--- config.mk ---
export PLATFORM = sky130hd
export DESIGN_NAME = priority_schedule_times
export DESIGN_NICKNAME = d
export VERILOG_FILES = /design/src/rtl/core/pst_pkg.sv /design/src/rtl/core/pst_ram.sv /design/src/rtl/core/priority_schedule_times.sv
export SDC_FILE = /design/constraint.sdc
export NUM_CORES = 1
export LEC_CHECK = 0
export ABC_AREA = 1
export BUFFER_PORTS_ARGS = -buffer_cell sky130_fd_sc_hd__buf_2
export CORE_ASPECT_RATIO = 1.2
export CORE_MARGIN = 2
export CORE_UTILIZATION = 65
export DETAILED_ROUTE_END_ITERATION = 8
export HOLD_SLACK_MARGIN = 0.03
export PLACE_DENSITY = 0.84
export SYNTH_ARGS = -nofsm -noshare
export SYNTH_HDL_FRONTEND = slang
export SYNTH_HIERARCHICAL = 1
export SYNTH_SLANG_ARGS = --single-unit
--- constraint.sdc ---
create_clock -name clk -period 6.33 [get_ports clk]
set_input_delay 1.5825 -clock clk [delete_from_list [all_inputs] [get_ports clk]]
set_output_delay 1.5825 -clock clk [all_outputs]
set_load 0.005 [all_outputs]
--- src/rtl/core/pst_pkg.sv ---
// Package for the priority schedule block: transaction types, field widths, control states.
package pst_pkg;

  localparam int BURST_W = 16;
  localparam int PRIO_W  = 8;
  localparam int JOBNUM_W = 4;
  localparam int TIME_W  = 20;
  localparam int TOTAL_W = 24;
  localparam int ELAPSED_W = 21;
  localparam int SUM_W   = 25;

  typedef struct packed {
    logic [BURST_W-1:0] burst;
    logic [PRIO_W-1:0]  priority_req;
    logic               final_job;
  } pst_job_t;

  typedef struct packed {
    logic [JOBNUM_W-1:0] job_number;
    logic [BURST_W-1:0]  job_burst;
    logic [TIME_W-1:0]   completion_time;
    logic [TIME_W-1:0]   waiting_time;
    logic [TOTAL_W-1:0]  total_turnaround;
    logic [TOTAL_W-1:0]  total_waiting;
    logic                end_of_schedule;
  } pst_res_t;

  typedef enum logic [1:0] {
    ST_IDLE,
    ST_SCAN,
    ST_FETCH,
    ST_EMIT
  } pst_state_t;

endpackage

--- src/rtl/core/pst_ram.sv ---
// Generic single-write, single-read synchronous RAM with registered read data.
module pst_ram #(
  parameter int WIDTH = 8,
  parameter int DEPTH = 16
) (
  input  logic                                  clk,
  input  logic                                  we,
  input  logic [(DEPTH > 1 ? $clog2(DEPTH) : 1)-1:0] waddr,
  input  logic [WIDTH-1:0]                      wdata,
  input  logic                                  re,
  input  logic [(DEPTH > 1 ? $clog2(DEPTH) : 1)-1:0] raddr,
  output logic [WIDTH-1:0]                      rdata
);

  logic [WIDTH-1:0] mem [DEPTH];

  always_ff @(posedge clk) begin
    if (we) begin
      mem[waddr] <= wdata;
    end
    if (re) begin
      rdata <= mem[raddr];
    end
  end

endmodule

--- src/rtl/core/priority_schedule_times.sv ---
// Top level: non-preemptive priority scheduler over a batch of buffered jobs.
//
//  channel | ports                          | transaction
//  --------+--------------------------------+---------------------------------------
//  job     | job_valid job_stall job_data   | one job: burst, priority, last-of-batch
//  res     | res_valid res_stall res_data   | one scheduled job with its timing
//
//  Loading takes one cycle per job; job_stall is high from the last job until
//  the final result of the batch has been loaded into the output register.
//  Each result takes a scan of the priority RAM through its single read port,
//  a burst RAM read and the output update.
//  rst is synchronous; RAM contents are not cleared. A stalled result holds
//  the block in the output step until it is taken.
module priority_schedule_times
  import pst_pkg::*;
#(
  parameter int MAX_PROCS = 16
) (
  input  logic     clk,
  input  logic     rst,
  input  logic     job_valid,
  output logic     job_stall,
  input  pst_job_t job_data,
  output logic     res_valid,
  input  logic     res_stall,
  output pst_res_t res_data
);

  localparam int IDX_W = (MAX_PROCS > 1) ? $clog2(MAX_PROCS) : 1;
  localparam int CNT_W = $clog2(MAX_PROCS + 1);
  localparam int KEY_W = PRIO_W + IDX_W;

  pst_state_t state, state_next;

  logic [CNT_W-1:0] job_count;
  logic [CNT_W-1:0] batch_n;
  logic [CNT_W-1:0] scan_i;
  logic [CNT_W-1:0] k;
  logic [CNT_W-1:0] k_plus;

  logic             rd_vld;
  logic [IDX_W-1:0] rd_idx;
  logic [PRIO_W-1:0] pri_rd;
  logic [BURST_W-1:0] bst_rd;

  logic [KEY_W-1:0] best_key;
  logic             best_valid;
  logic [KEY_W-1:0] prev_key;
  logic             prev_valid;
  logic [KEY_W-1:0] rd_key;
  logic             cand;

  logic [ELAPSED_W-1:0] elapsed;
  logic [ELAPSED_W-1:0] elapsed_next;
  logic [SUM_W-1:0]     sum_turn;
  logic [SUM_W-1:0]     sum_turn_next;
  logic [SUM_W-1:0]     sum_wait;
  logic [SUM_W-1:0]     sum_wait_next;

  logic             accept;
  logic             room;
  logic             issue;
  logic             scan_done;
  logic             emit_go;
  logic             last;
  logic             pri_re;
  logic             bst_re;
  logic [IDX_W-1:0] scan_addr;
  logic [IDX_W-1:0] best_idx;

  assign accept    = job_valid && !job_stall;
  assign room      = job_count < CNT_W'(MAX_PROCS);
  assign scan_addr = scan_i[IDX_W-1:0];
  assign best_idx  = best_key[IDX_W-1:0];
  assign k_plus    = k + 1'b1;
  assign last      = (k_plus == batch_n);
  assign scan_done = (scan_i == batch_n) && !rd_vld;
  assign emit_go   = (state == ST_EMIT) && (!res_valid || !res_stall);

  assign rd_key = {pri_rd, rd_idx};
  assign cand   = rd_vld && (!prev_valid || rd_key > prev_key) &&
                  (!best_valid || rd_key < best_key);

  assign elapsed_next  = elapsed + ELAPSED_W'(bst_rd);
  assign sum_turn_next = sum_turn + SUM_W'(elapsed_next);
  assign sum_wait_next = sum_wait + SUM_W'(elapsed);

  pst_ram #(.WIDTH(PRIO_W), .DEPTH(MAX_PROCS)) u_pri_ram (
    .clk   (clk),
    .we    (accept && room),
    .waddr (job_count[IDX_W-1:0]),
    .wdata (job_data.priority_req),
    .re    (pri_re),
    .raddr (scan_addr),
    .rdata (pri_rd)
  );

  pst_ram #(.WIDTH(BURST_W), .DEPTH(MAX_PROCS)) u_bst_ram (
    .clk   (clk),
    .we    (accept && room),
    .waddr (job_count[IDX_W-1:0]),
    .wdata (job_data.burst),
    .re    (bst_re),
    .raddr (best_idx),
    .rdata (bst_rd)
  );

  always_comb begin
    state_next = state;
    unique case (state)
      ST_IDLE:  if (accept && job_data.final_job) state_next = ST_SCAN;
      ST_SCAN:  if (scan_done) state_next = ST_FETCH;
      ST_FETCH: state_next = ST_EMIT;
      ST_EMIT: begin
        if (emit_go) state_next = last ? ST_IDLE : ST_SCAN;
      end
      default:  state_next = ST_IDLE;
    endcase
  end

  always_comb begin
    job_stall = 1'b1;
    issue     = 1'b0;
    bst_re    = 1'b0;
    unique case (state)
      ST_IDLE:  job_stall = 1'b0;
      ST_SCAN:  issue = (scan_i < batch_n);
      ST_FETCH: bst_re = 1'b1;
      ST_EMIT:  job_stall = 1'b1;
      default:  job_stall = 1'b1;
    endcase
    pri_re = issue;
  end

  always_ff @(posedge clk) begin
    if (rst) begin
      state      <= ST_IDLE;
      job_count  <= '0;
      batch_n    <= '0;
      scan_i     <= '0;
      k          <= '0;
      rd_vld     <= 1'b0;
      best_valid <= 1'b0;
      prev_valid <= 1'b0;
      elapsed    <= '0;
      sum_turn   <= '0;
      sum_wait   <= '0;
      res_valid  <= 1'b0;
    end else begin
      state  <= state_next;
      rd_vld <= issue;
      if (issue) begin
        scan_i <= scan_i + 1'b1;
      end
      if (cand) begin
        best_valid <= 1'b1;
      end
      if (accept) begin
        if (job_data.final_job) begin
          job_count  <= '0;
          batch_n    <= room ? job_count + 1'b1 : job_count;
          scan_i     <= '0;
          k          <= '0;
          best_valid <= 1'b0;
          prev_valid <= 1'b0;
          elapsed    <= '0;
          sum_turn   <= '0;
          sum_wait   <= '0;
        end else if (room) begin
          job_count <= job_count + 1'b1;
        end
      end
      if (emit_go) begin
        res_valid  <= 1'b1;
        k          <= k_plus;
        scan_i     <= '0;
        best_valid <= 1'b0;
        prev_valid <= 1'b1;
        elapsed    <= elapsed_next;
        sum_turn   <= sum_turn_next;
        sum_wait   <= sum_wait_next;
      end else if (!res_stall) begin
        res_valid <= 1'b0;
      end
    end
  end

  always_ff @(posedge clk) begin
    if (cand) begin
      best_key <= rd_key;
    end
    if (issue) begin
      rd_idx <= scan_addr;
    end
    if (emit_go) begin
      prev_key                  <= best_key;
      res_data.job_number       <= JOBNUM_W'(best_idx);
      res_data.job_burst        <= bst_rd;
      res_data.completion_time  <= elapsed_next[TIME_W-1:0];
      res_data.waiting_time     <= elapsed[TIME_W-1:0];
      res_data.total_turnaround <= last ? sum_turn_next[TOTAL_W-1:0] : '0;
      res_data.total_waiting    <= last ? sum_wait_next[TOTAL_W-1:0] : '0;
      res_data.end_of_schedule  <= last;
    end
  end

`ifndef ASSERT_OFF
  a_count_bound: assert property (@(posedge clk) disable iff (rst)
    job_count <= CNT_W'(MAX_PROCS))
    else $error("job count beyond capacity");

  a_scan_bound: assert property (@(posedge clk) disable iff (rst)
    state == ST_SCAN |-> scan_i <= batch_n)
    else $error("scan index past batch size");

  a_fetch_found: assert property (@(posedge clk) disable iff (rst)
    state == ST_FETCH |-> best_valid)
    else $error("scan finished without a candidate");

  a_last_idle: assert property (@(posedge clk) disable iff (rst)
    emit_go && last |=> state == ST_IDLE && res_valid && res_data.end_of_schedule)
    else $error("last result did not close the batch");
`endif

endmodule

-- Word level (Yosys, flattened, before mapping)
Memory sizes are Yosys's and may differ from the RTL's. A register that Yosys moved wholly into a read port is not among the register bits.
Index checks and enable logic that the tools add are counted.
- flip-flop bits (word level): 234
- memory bits (writable): 384
- bits of input ports: 29
- output and inout port bits: 111
- logic and storage cells: 98
- memories: 2
- add/sub/neg operators: 6
- $lt $le $gt $ge: 4
- equal/unequal tests: 9
- mux-type cells: 33
- reductions and logical operators: 22
- memory list (name ; words ; width ; rd ports ; clocked after Yosys merged registers in ; write ports ; line ; source):
    u_bst_ram.mem ; 16 ; 16 ; 1 ; 1 ; 1 ; pst_ram.sv:15 ; logic [WIDTH-1:0] mem [DEPTH];
    u_pri_ram.mem ; 16 ; 8 ; 1 ; 1 ; 1 ; pst_ram.sv:15 ;
- operator list (kind ; count):
    25-bit two-way mux ; 4
    21-bit two-way mux ; 3
    25-bit by 21-bit adder with 25-bit output ; 2
    5-bit two-way mux ; 8
    21-bit by 16-bit adder with 21-bit output ; 1
    5-bit by 1-bit adder with 5-bit output (second input constant) ; 3
    1-bit two-way mux ; 14
    12-bit greater-than comparator ; 1
    12-bit < comparator ; 1
    5-bit == test ; 2
    2-bit one-hot mux with 4 select lines ; 1
    1-bit logical AND ; 7
    2-bit two-way mux ; 3
    1-bit zero test ; 5
    5-bit < comparator ; 1
    5-bit < comparator (second input constant) ; 1
    2-bit == test (second input constant) ; 2
    2-bit by 1-bit inequality test with 1-bit output (second input constant) ; 2
    2-bit inequality test (second input constant) ; 2
    2-bit AND reduction ; 2
    2-bit nonzero test ; 2
    1-bit logical OR ; 3
    3-bit AND reduction ; 1
    2-bit by 1-bit == test with 1-bit output (second input constant) ; 1
    other kinds (2) ; 2

-- Depth between registers and ports, before layout
Gate-level depths: netlist of run 1.
- depth in word-level cells: 7
- gate-level depth with buffers: 22
- depth with buffers taken out: 22

-- Modules after synthesis
Netlist of run 1, hierarchy kept.
- modules (own cells, without submodules) (module ; instances ; cells an instance ; area an instance (µm²) ; sequential area each (µm²)):
    priority_schedule_times ; 1 ; 1601 ; 12898.6 ; 5895.7
    pst_ram (u_bst_ram) ; 1 ; 1074 ; 11541.1 ; 8167.8
    pst_ram (u_pri_ram) ; 1 ; 551 ; 5846.9 ; 4083.9

-- Least setup slack after synthesis of run 1
OpenSTA, ideal clock, no wires.
- path kind: input port to flip-flop
- from: input res_stall
- to: register prev_key[10], enable pin
- library setup time: 0.426 ns
- data arrival time: 3.390 ns
- required time: 5.904 ns
- path slack: 2.513 ns
- stages: 4
- path buffers: 1
- path through: nand2_1 -> inv_1 -> nor2_4 -> buf_2
- word-level cells in the longest chain between the ends: 3
- ends and longest elaborated chain (what ; line ; source):
    from (decl) ; priority_schedule_times.sv:25 ; input logic res_stall,
    1-bit zero test ; n/a ;
    1-bit logical OR ; priority_schedule_times.sv:78 ; assign emit_go = (state == ST_EMIT) && (!res_valid || !res_stall);
    1-bit logical AND ; priority_schedule_times.sv:78 ;
    named net emit_go ; priority_schedule_times.sv:64 ; logic emit_go;
    to (signal assigned) ; priority_schedule_times.sv:196 ; prev_key <= best_key;
    to (decl) ; priority_schedule_times.sv:48 ; logic [KEY_W-1:0] prev_key;
The timed path passes the listed nets, and every way through them passes these cells.
A chain may end at the register's enable or synchronous reset.

-- Final worst setup path of run 1
- from: register u_bst_ram.rdata[0] (read register of u_bst_ram.mem)
- to: register sum_turn[15]
- word-level cells in the longest chain between the ends: 3
- ends and longest elaborated chain (what ; line ; source):
    from (decl) ; pst_ram.sv:12 ; output logic [WIDTH-1:0] rdata
    21-bit by 16-bit adder with 21-bit output ; priority_schedule_times.sv:84 ; assign elapsed_next = elapsed + ELAPSED_W'(bst_rd);
    named net elapsed_next[8] ; priority_schedule_times.sv:54 ; logic [ELAPSED_W-1:0] elapsed_next;
    25-bit by 21-bit adder with 25-bit output ; priority_schedule_times.sv:85 ; assign sum_turn_next = sum_turn + SUM_W'(elapsed_next);
    25-bit two-way mux ; priority_schedule_times.sv:173 ; if (emit_go) begin
    to (signal assigned) ; priority_schedule_times.sv:180 ; sum_turn <= sum_turn_next;
    to (decl) ; priority_schedule_times.sv:55 ; logic [SUM_W-1:0] sum_turn;
The timed path passes the listed nets, and every way through them passes these cells.

==> results.ini, run 1 <==
[cts]
hold_buffers = 0
cts_resized = 0
clock_latency_ps = 630
cts.sinks = 636
cts_setup_buffers = 0
cts_made_buffers = 60
clkTransAtPathRegs_ps = 70
cts_max_level = 2
clock-root-buffer = clkbuf_16
clockBufferDepth = 3
tritoncts = yes

[placed_design]
place_hpwl_mm = 50.5
place_congestion = 0.910
io_buffers = 139
dpl.cell_count = 3915

[detailed_routing]
viasPerCell = 5.64
route.detailed.drc = 0
via_count = 22700
first_pass_iters = 6
drtAntennaViolNets = 0
wl_per_cell_um = 18.9
drt_iter0_markers = 2143
wirelength_mm = 76.1

[synthesis]
synth_area_leader_cell = edfxtp_1
ys_ff_latch = 636
synthFlopType = edfxtp_1
synth_seq_area_share_pct = 59.9
synth_edf_count = 541
syn_inst = 3226
async_flop_share_pct = 0
netlist_area_mm2 = 0.0303
yosysTopAreaCellShare_pct = 53.6
synth_fp_nets = 3355
synth_area_leaders = edfxtp_1, nand2_1, inv_1
yosysUniqueCellTypes = 41
yosys_warnings = 6
syn_avg_cell_area_um2 = 9.39

[global_route]
grt_pass1_wl_mm = 117
track_usage_pct = 31.5
grt_overflow = 0
grt_pass1_vias = 22400
antenna_found_initial = 6
grt_start_max_net_pins = 90

[sta]
setup_viol = 0
finalSetupTns_ps = 0
fmax_mhz = 253
period_needed_ps = 3960
finalHoldViolations = 0
rsz0062_at_grt = no
worst_slew_pin_slew_ps = 1130
max-slew-margin-rel_pct = 24.7
whs_ps = 453
finalMaxSlewViolations = 0
fin_skew_ps = 18.7
fin_crit_sh_pct = 62.5

[status]
outcome = complete, no violations

[layout]
final_util_pct = 72.5
fin_nets = 3490
fin_cells = 4028
layout_commonest_cell = nand2_1
n_fill_cell = 3264
drive_above_1_share_pct = 9.50
layout_common_cells = nand2_1, edfxtp_1, inv_1
area_delta_synth_final_pct = 10.0

[flow_run]
drv_cap = 0

[setup_path]
cp_slowest_cell = fa_1
worstPathMaxFanout = 4
critPathMaxStageDelay_ps = 490
cp_cell_sequence = ha_1, fa_1, nand3_1, nand3_1, nand2_1, nand2_1, xnor2_1, inv_1, ha_1, nand2_1, nor2_1, nand2_1, inv_1, nand2_1, nand2_1, xor2_1, nand2_1, a21oi_1
crit_arrival_ps = 4510
start_kind = register
crit_top_cell = nand2_1
cp-end-kind = register
path_class = register to register
crit_required_ps = 6880
cpLargestDelayFamily = simple AND/OR/NAND/NOR gates
path_buf_inv = 2

[die]
fp-row-count = 86
top_level_ports = 140
initial_core_util_pct = 65.9
dieHeight_um = 240
die_x_um = 201
core_mm2 = 0.0459
die_area_mm2 = 0.0483

[power]
p_leak_nw = 14.5
power_density_mw_per_mm2 = 293
p_total_mw = 9.78
ir_worst_vdd_uv = 376

[worst_hold_path]
hp-class = register to register

## state kept, by name (all words and copies together) (netlist names)
register and count:
batch_n 5, best_key 12, best_valid 1, elapsed 21
job_count 5, k 5, prev_key 9, prev_valid 1
rd_idx 4, rd_vld 1, res_data 108, res_valid 1
scan_i 5, state 2, sum_turn 24, sum_wait 24
u_bst_ram/mem 256, u_bst_ram/rdata 16, u_pri_ram/mem 128, u_pri_ram/rdata 8
## cell usage after synthesis, types with 2 or more instances
library cell  count
nor2_1          151
edfxtp_1        541
nand4_1          24
a22o_1            2
fa_1              3
nor2_2           26
o21ai_2           2
inv_2             9
buf_6            13
clkbuf_1         16
and2_1           14
xor2_1           21
buf_1             4
xnor2_1          13
buf_2            42
inv_1           516
o21bai_1          8
nor3_1            9
or2_2             4
or2_1             3
ha_1             97
o21ai_0          47
nand3b_1         16
nand2_2           6
buf_4            26
a21oi_1         114
o22ai_1           5
nand2_1        1003
nor4_1            2
nor2_4            8
nand3_1         377
dfxtp_1          95
## area by class of cell
cell class	instances	area (µm²)	share of cell area, %
flip-flops and latches	636	18100	54.5
multi-input cells	1962	9530	28.6
inverters	526	1980	5.93
clock buffers	73	1580	4.75
repair buffers	175	966	2.90
well taps	616	771	2.31
clock inverters	39	353	1.06
diodes	1	2.50	0.00751
## through the flow
stage / setup slack (ps) / area, µm²
2_1_floorplan: 2510 / 30300
3_3_place_gp: 2340 / 31400
3_5_place_dp: 2250 / 31400
4_1_cts: 2440 / 33300
5_1_grt: 2160 / 33300
6_report: 2370 / 33300
## report_power, final
group / switching, mW / total (mW) / internal (mW)
Combinational: 0.968 / 1.35 / 0.380
Sequential: 0.112 / 4.90 / 4.79
Clock: 1.57 / 3.52 / 1.96
Total: 2.65 / 9.78 / 7.13
## logic make-up after synthesis
group / synth area share (%)
AO/OA/AOI/OAI: 3.17
XOR/XNOR: 0.983
adder cells (fa/ha/maj): 4.21
buffers and inverters: 8.64
flip-flops: 59.9
AND/OR/NAND/NOR: 23.1
## metal layers
metal | vias to the layer above | part of all wire, % | GRT usage (%)
met2 | 1108 | 49 | 54.6
met4 | 10 | 5.3 | 17.0
met3 | 261 | 8.0 | 4.51
li1 | 10700 | - | -
met5 | - | 0.091 | 0
met1 | 10600 | 37 | 38.3
## path summary, 6_finish.rpt
| check | cells after the start | startpoint | slack, ps | endpoint |
|---|---|---|---|---|
| setup reg to reg | 18 | u_bst_ram/rdata[0] | 2370 | sum_turn[15] |
| hold / removal | 0 | best_key[7] | 450 | prev_key[7] |
| setup / recovery | 18 | u_bst_ram/rdata[0] | 2370 | sum_turn[15] |
| hold reg to reg | 0 | best_key[7] | 450 | prev_key[7] |
(Power assumes the default switching activity.)
==> run 2: changes to the inputs <==
ABC_AREA = 0   (was 1)
CORE_UTILIZATION = 55   (was 65)
PLACE_DENSITY = 0.76   (was 0.84)
clock period = 3.6 ns   (was 6.33 ns; I/O delays follow)
==> run 2 against run 1 <==
  * The flow now finishes with violations (setup timing)
  * Largest cell class unchanged
  * Final cell count shrank 31%
  * Global-route usage shrank 6.0 points
  * Maximum frequency shrank 3.1%
  * Synthesized cell count decreased by 45%
  * Clock skew is 7.6 ps higher
  * Power grew 79%
  * Routed wire length down 16%
==> results.ini, run 2 <==
[cts]
clock_latency_ps = 630  ; about the same
clockBufferDepth = 3  ; unchanged
cts.sinks = 636  ; unchanged
tritoncts = yes
cts_made_buffers = 57  ; -5.0%
hold_buffers = 0  ; unchanged
cts_max_level = 2  ; unchanged
clkTransAtPathRegs_ps = 70  ; about the same
clock-root-buffer = clkbuf_16

[synthesis]
async_flop_share_pct = 0  ; unchanged
synth_fp_nets = 1889  ; -44%
yosysTopAreaCellShare_pct = 60.4  ; +6.8 points
synth_area_leader_cell = edfxtp_1
syn_inst = 1760  ; -45%
ys_top_cells_by_count = edfxtp_1, nor2_1, nand2_1, ha_1, dfxtp_1
yosysUniqueCellTypes = 76  ; +85%
ys_ff_latch = 636  ; unchanged
netlist_area_mm2 = 0.0269  ; -11%
synth_seq_area_share_pct = 67.5  ; +7.5 points
syn_avg_cell_area_um2 = 15.3  ; +63%
synth_edf_count = 541  ; unchanged
synthFlopType = edfxtp_1
yosys_warnings = 6  ; unchanged
yosysMostFrequentCell = edfxtp_1
synth_area_leaders = edfxtp_1, dfxtp_1, mux4_2

[sta]
rsz0062_at_grt = yes
fin_crit_sh_pct = 113  ; +51 points
period_needed_ps = 4080  ; +127 ps
max-slew-margin-rel_pct = 35.1  ; +10 points
finalMaxSlewViolations = 0  ; unchanged
fin_skew_ps = 26.3  ; +7.58 ps
finalHoldViolations = 0  ; unchanged
setup_ws_ps = -483  ; -2860 ps
setup_viol = 25  ; +25
fmax_mhz = 245  ; -3.1%
finalSetupTns_ps = -7800  ; -7800 ps
worst_slew_pin_slew_ps = 972  ; -156 ps

[layout]
drive_above_1_share_pct = 27.7  ; +18 points
multiInputGateArea_mm2 = 0.00878  ; -7.8%
n_fill_cell = 3211  ; -1.6%
layout_commonest_cell = edfxtp_1
layout_common_cells = edfxtp_1, buf_4, nor2_1
final_util_pct = 66.7  ; -5.9 points
register_area_mm2 = 0.0181  ; unchanged
fin_nets = 2227  ; -36%
largest_reg_flops = 256  ; unchanged
reg_top3 = u_bst_ram/mem x256, u_pri_ram/mem x128, res_data x108
area_delta_synth_final_pct = 19.5
largest_register = u_bst_ram/mem

[worst_hold_path]
hp-class = register to register
hold_path_end = prev_key[6]
min_delay_path_depth = 0  ; unchanged
hold_path_startpoint = best_key[6]

[flow_run]
drv_cap = 0  ; unchanged

[die]
die_x_um = 206  ; +2.4%
die_area_mm2 = 0.0507  ; +4.9%
core_mm2 = 0.0482  ; +5.0%
fp-row-count = 88  ; +2.3%
top_level_ports = 140  ; unchanged
dieHeight_um = 246  ; +2.4%
initial_core_util_pct = 55.8  ; -10 points

[detailed_routing]
route.detailed.drc = 0  ; unchanged
via_count = 16400  ; -28%
first_pass_iters = 4  ; -2
wl_per_cell_um = 23.0  ; +22%
drt_iter0_markers = 1185  ; -45%
drtAntennaViolNets = 0  ; unchanged
viasPerCell = 5.93  ; +5.3%
wirelength_mm = 63.7  ; -16%

[setup_path]
regToRegSetupSlack_ps = -480  ; -2860 ps
path_class = register to register
r2r_start = u_bst_ram/rdata[1]
cp_slowest_cell = edfxtp_1
crit_arrival_ps = 4440  ; -70 ps
worstPathMaxFanout = 6  ; +2
start_kind = register
cp-end-kind = register
crit_required_ps = 3960  ; -2920 ps
r2r_end = res_data[45]
critPathMaxStageDelay_ps = 420  ; -70 ps
reg2reg_depth = 18  ; unchanged
cp_cell_sequence = buf_4, ha_4, a211oi_4, o21ai_1, nor3b_1, o21a_1, o21a_1, nor2_1, xnor2_1, ha_2, nand4_1, o211a_1, o31a_1, nand2_2, a211o_1, a221o_1, xnor2_1, nor2_1

[global_route]
antenna_found_initial = 3  ; -3
track_usage_pct = 25.5  ; -6.0 points
grt_start_max_net_pins = 120  ; +33%
grt_overflow = 0  ; unchanged
grt_pass1_vias = 17000  ; -24%
grt_pass1_wl_mm = 97.1  ; -17%

[power]
power_density_mw_per_mm2 = 543  ; +85%
ir_worst_vdd_uv = 383  ; +1.9%
p_leak_nw = 11.8  ; -19%

[status]
outcome = finished, violations left
violations = setup timing

[placed_design]
place_hpwl_mm = 41.5  ; -18%
io_buffers = 139  ; unchanged
place_congestion = 0.955  ; +4.9%

-- run 2: cell count changes after synthesis, moves of 50 or more --
cell / change
mux4_2: +72
a21oi_1: -50
nand3_1: -365
nand2_1: -887
inv_1: -463
a22oi_1: +57
-- run 2: routing by layer --
metal  wire [µm]  global-route usage (%)  up-vias
li1            -                       -     7475
met4        2910                    11.1        4
met3        3600                    4.26      171
met5          27                       0        -
met2       33700                    46.0      588
met1       23400                    30.0     8197
-- run 2: logic make-up (layout without fill, tap and decap cells) --
logic type                 Yosys count  in the layout  share of synthesized area [%]
buffers and inverters              120            499                           2.08
and+or+nand+nor                    403            403                           6.82
AOI/OAI and AO/OA                  333            333                           8.16
adders and majority gates          100            100                           4.74
other                                0              1                              0
xor gates and xnor gates            69             69                           2.25
muxes                               99             99                           8.48
DFF                                636            636                           67.5
-- run 2: where the power goes --
part / switching [mW] / total, mW / leakage (nW) / internal [mW]
Combinational: 1.52 / 2.66 / 5.14 / 1.14
Clock: 2.63 / 6.20 / 0.925 / 3.57
Sequential: 0.208 / 8.61 / 5.70 / 8.40
Total: 4.36 / 17.5 / 11.8 / 13.1
-- run 2: how the worst max path moves through the flow --
stage	from	to	slack, ps	cells after the start
4_1_cts	u_bst_ram/rdata[1]	res_data[47]	-440	19
5_1_grt	u_bst_ram/rdata[1]	res_data[45]	-640	18
2_1_floorplan	u_bst_ram/rdata[0]	res_data[45]	-330	19
6_report	u_bst_ram/rdata[1]	res_data[45]	-480	18
3_3_place_gp	u_bst_ram/rdata[1]	res_data[45]	-540	17
3_5_place_dp	u_bst_ram/rdata[1]	res_data[45]	-670	17
-- run 2: what timing repair did --
action	CTS	global route
endpoints found under the hold margin	0	0
pin swaps	43	24
setup endpoints to repair	28	32
resized for setup	48	42
setup buffers	8	6
-- run 2: stage by stage --
step	instances	hold slack (ps)	area, µm²	power, mW	worst slack [ps]
6_report	2770	453	32100	17.5	-483
5_1_grt	2770	467	32100	18.1	-636
4_1_cts	2763	454	31900	17.5	-444
3_5_place_dp	2655	439	29600	11.2	-666
3_3_place_gp	2655	430	29600	11.2	-537
2_1_floorplan	1760	426	27000	10.2	-332
-- run 2: layout make-up --
type | count | share of cell area [%]
clock inverter | 29 | 1.21
antenna | 1 | 0.00778
tap | 630 | 2.45
sequential | 636 | 56.5
timing repair buffer | 346 | 7.21
multi-input combinational | 1004 | 27.3
inverter | 53 | 0.627
clock buffer | 71 | 4.73
-- run 2: critical path: cells and delay by family, from the launching register on --
kind / cells / cell delay, ps
AND/OR/NAND/NOR: 5 / 560
XOR/XNOR: 2 / 340
buffers and inverters: 1 / 160
AO/OA/AOI/OAI: 8 / 1720
flip-flops: 1 / 420
adder cells (fa/ha/maj): 2 / 590
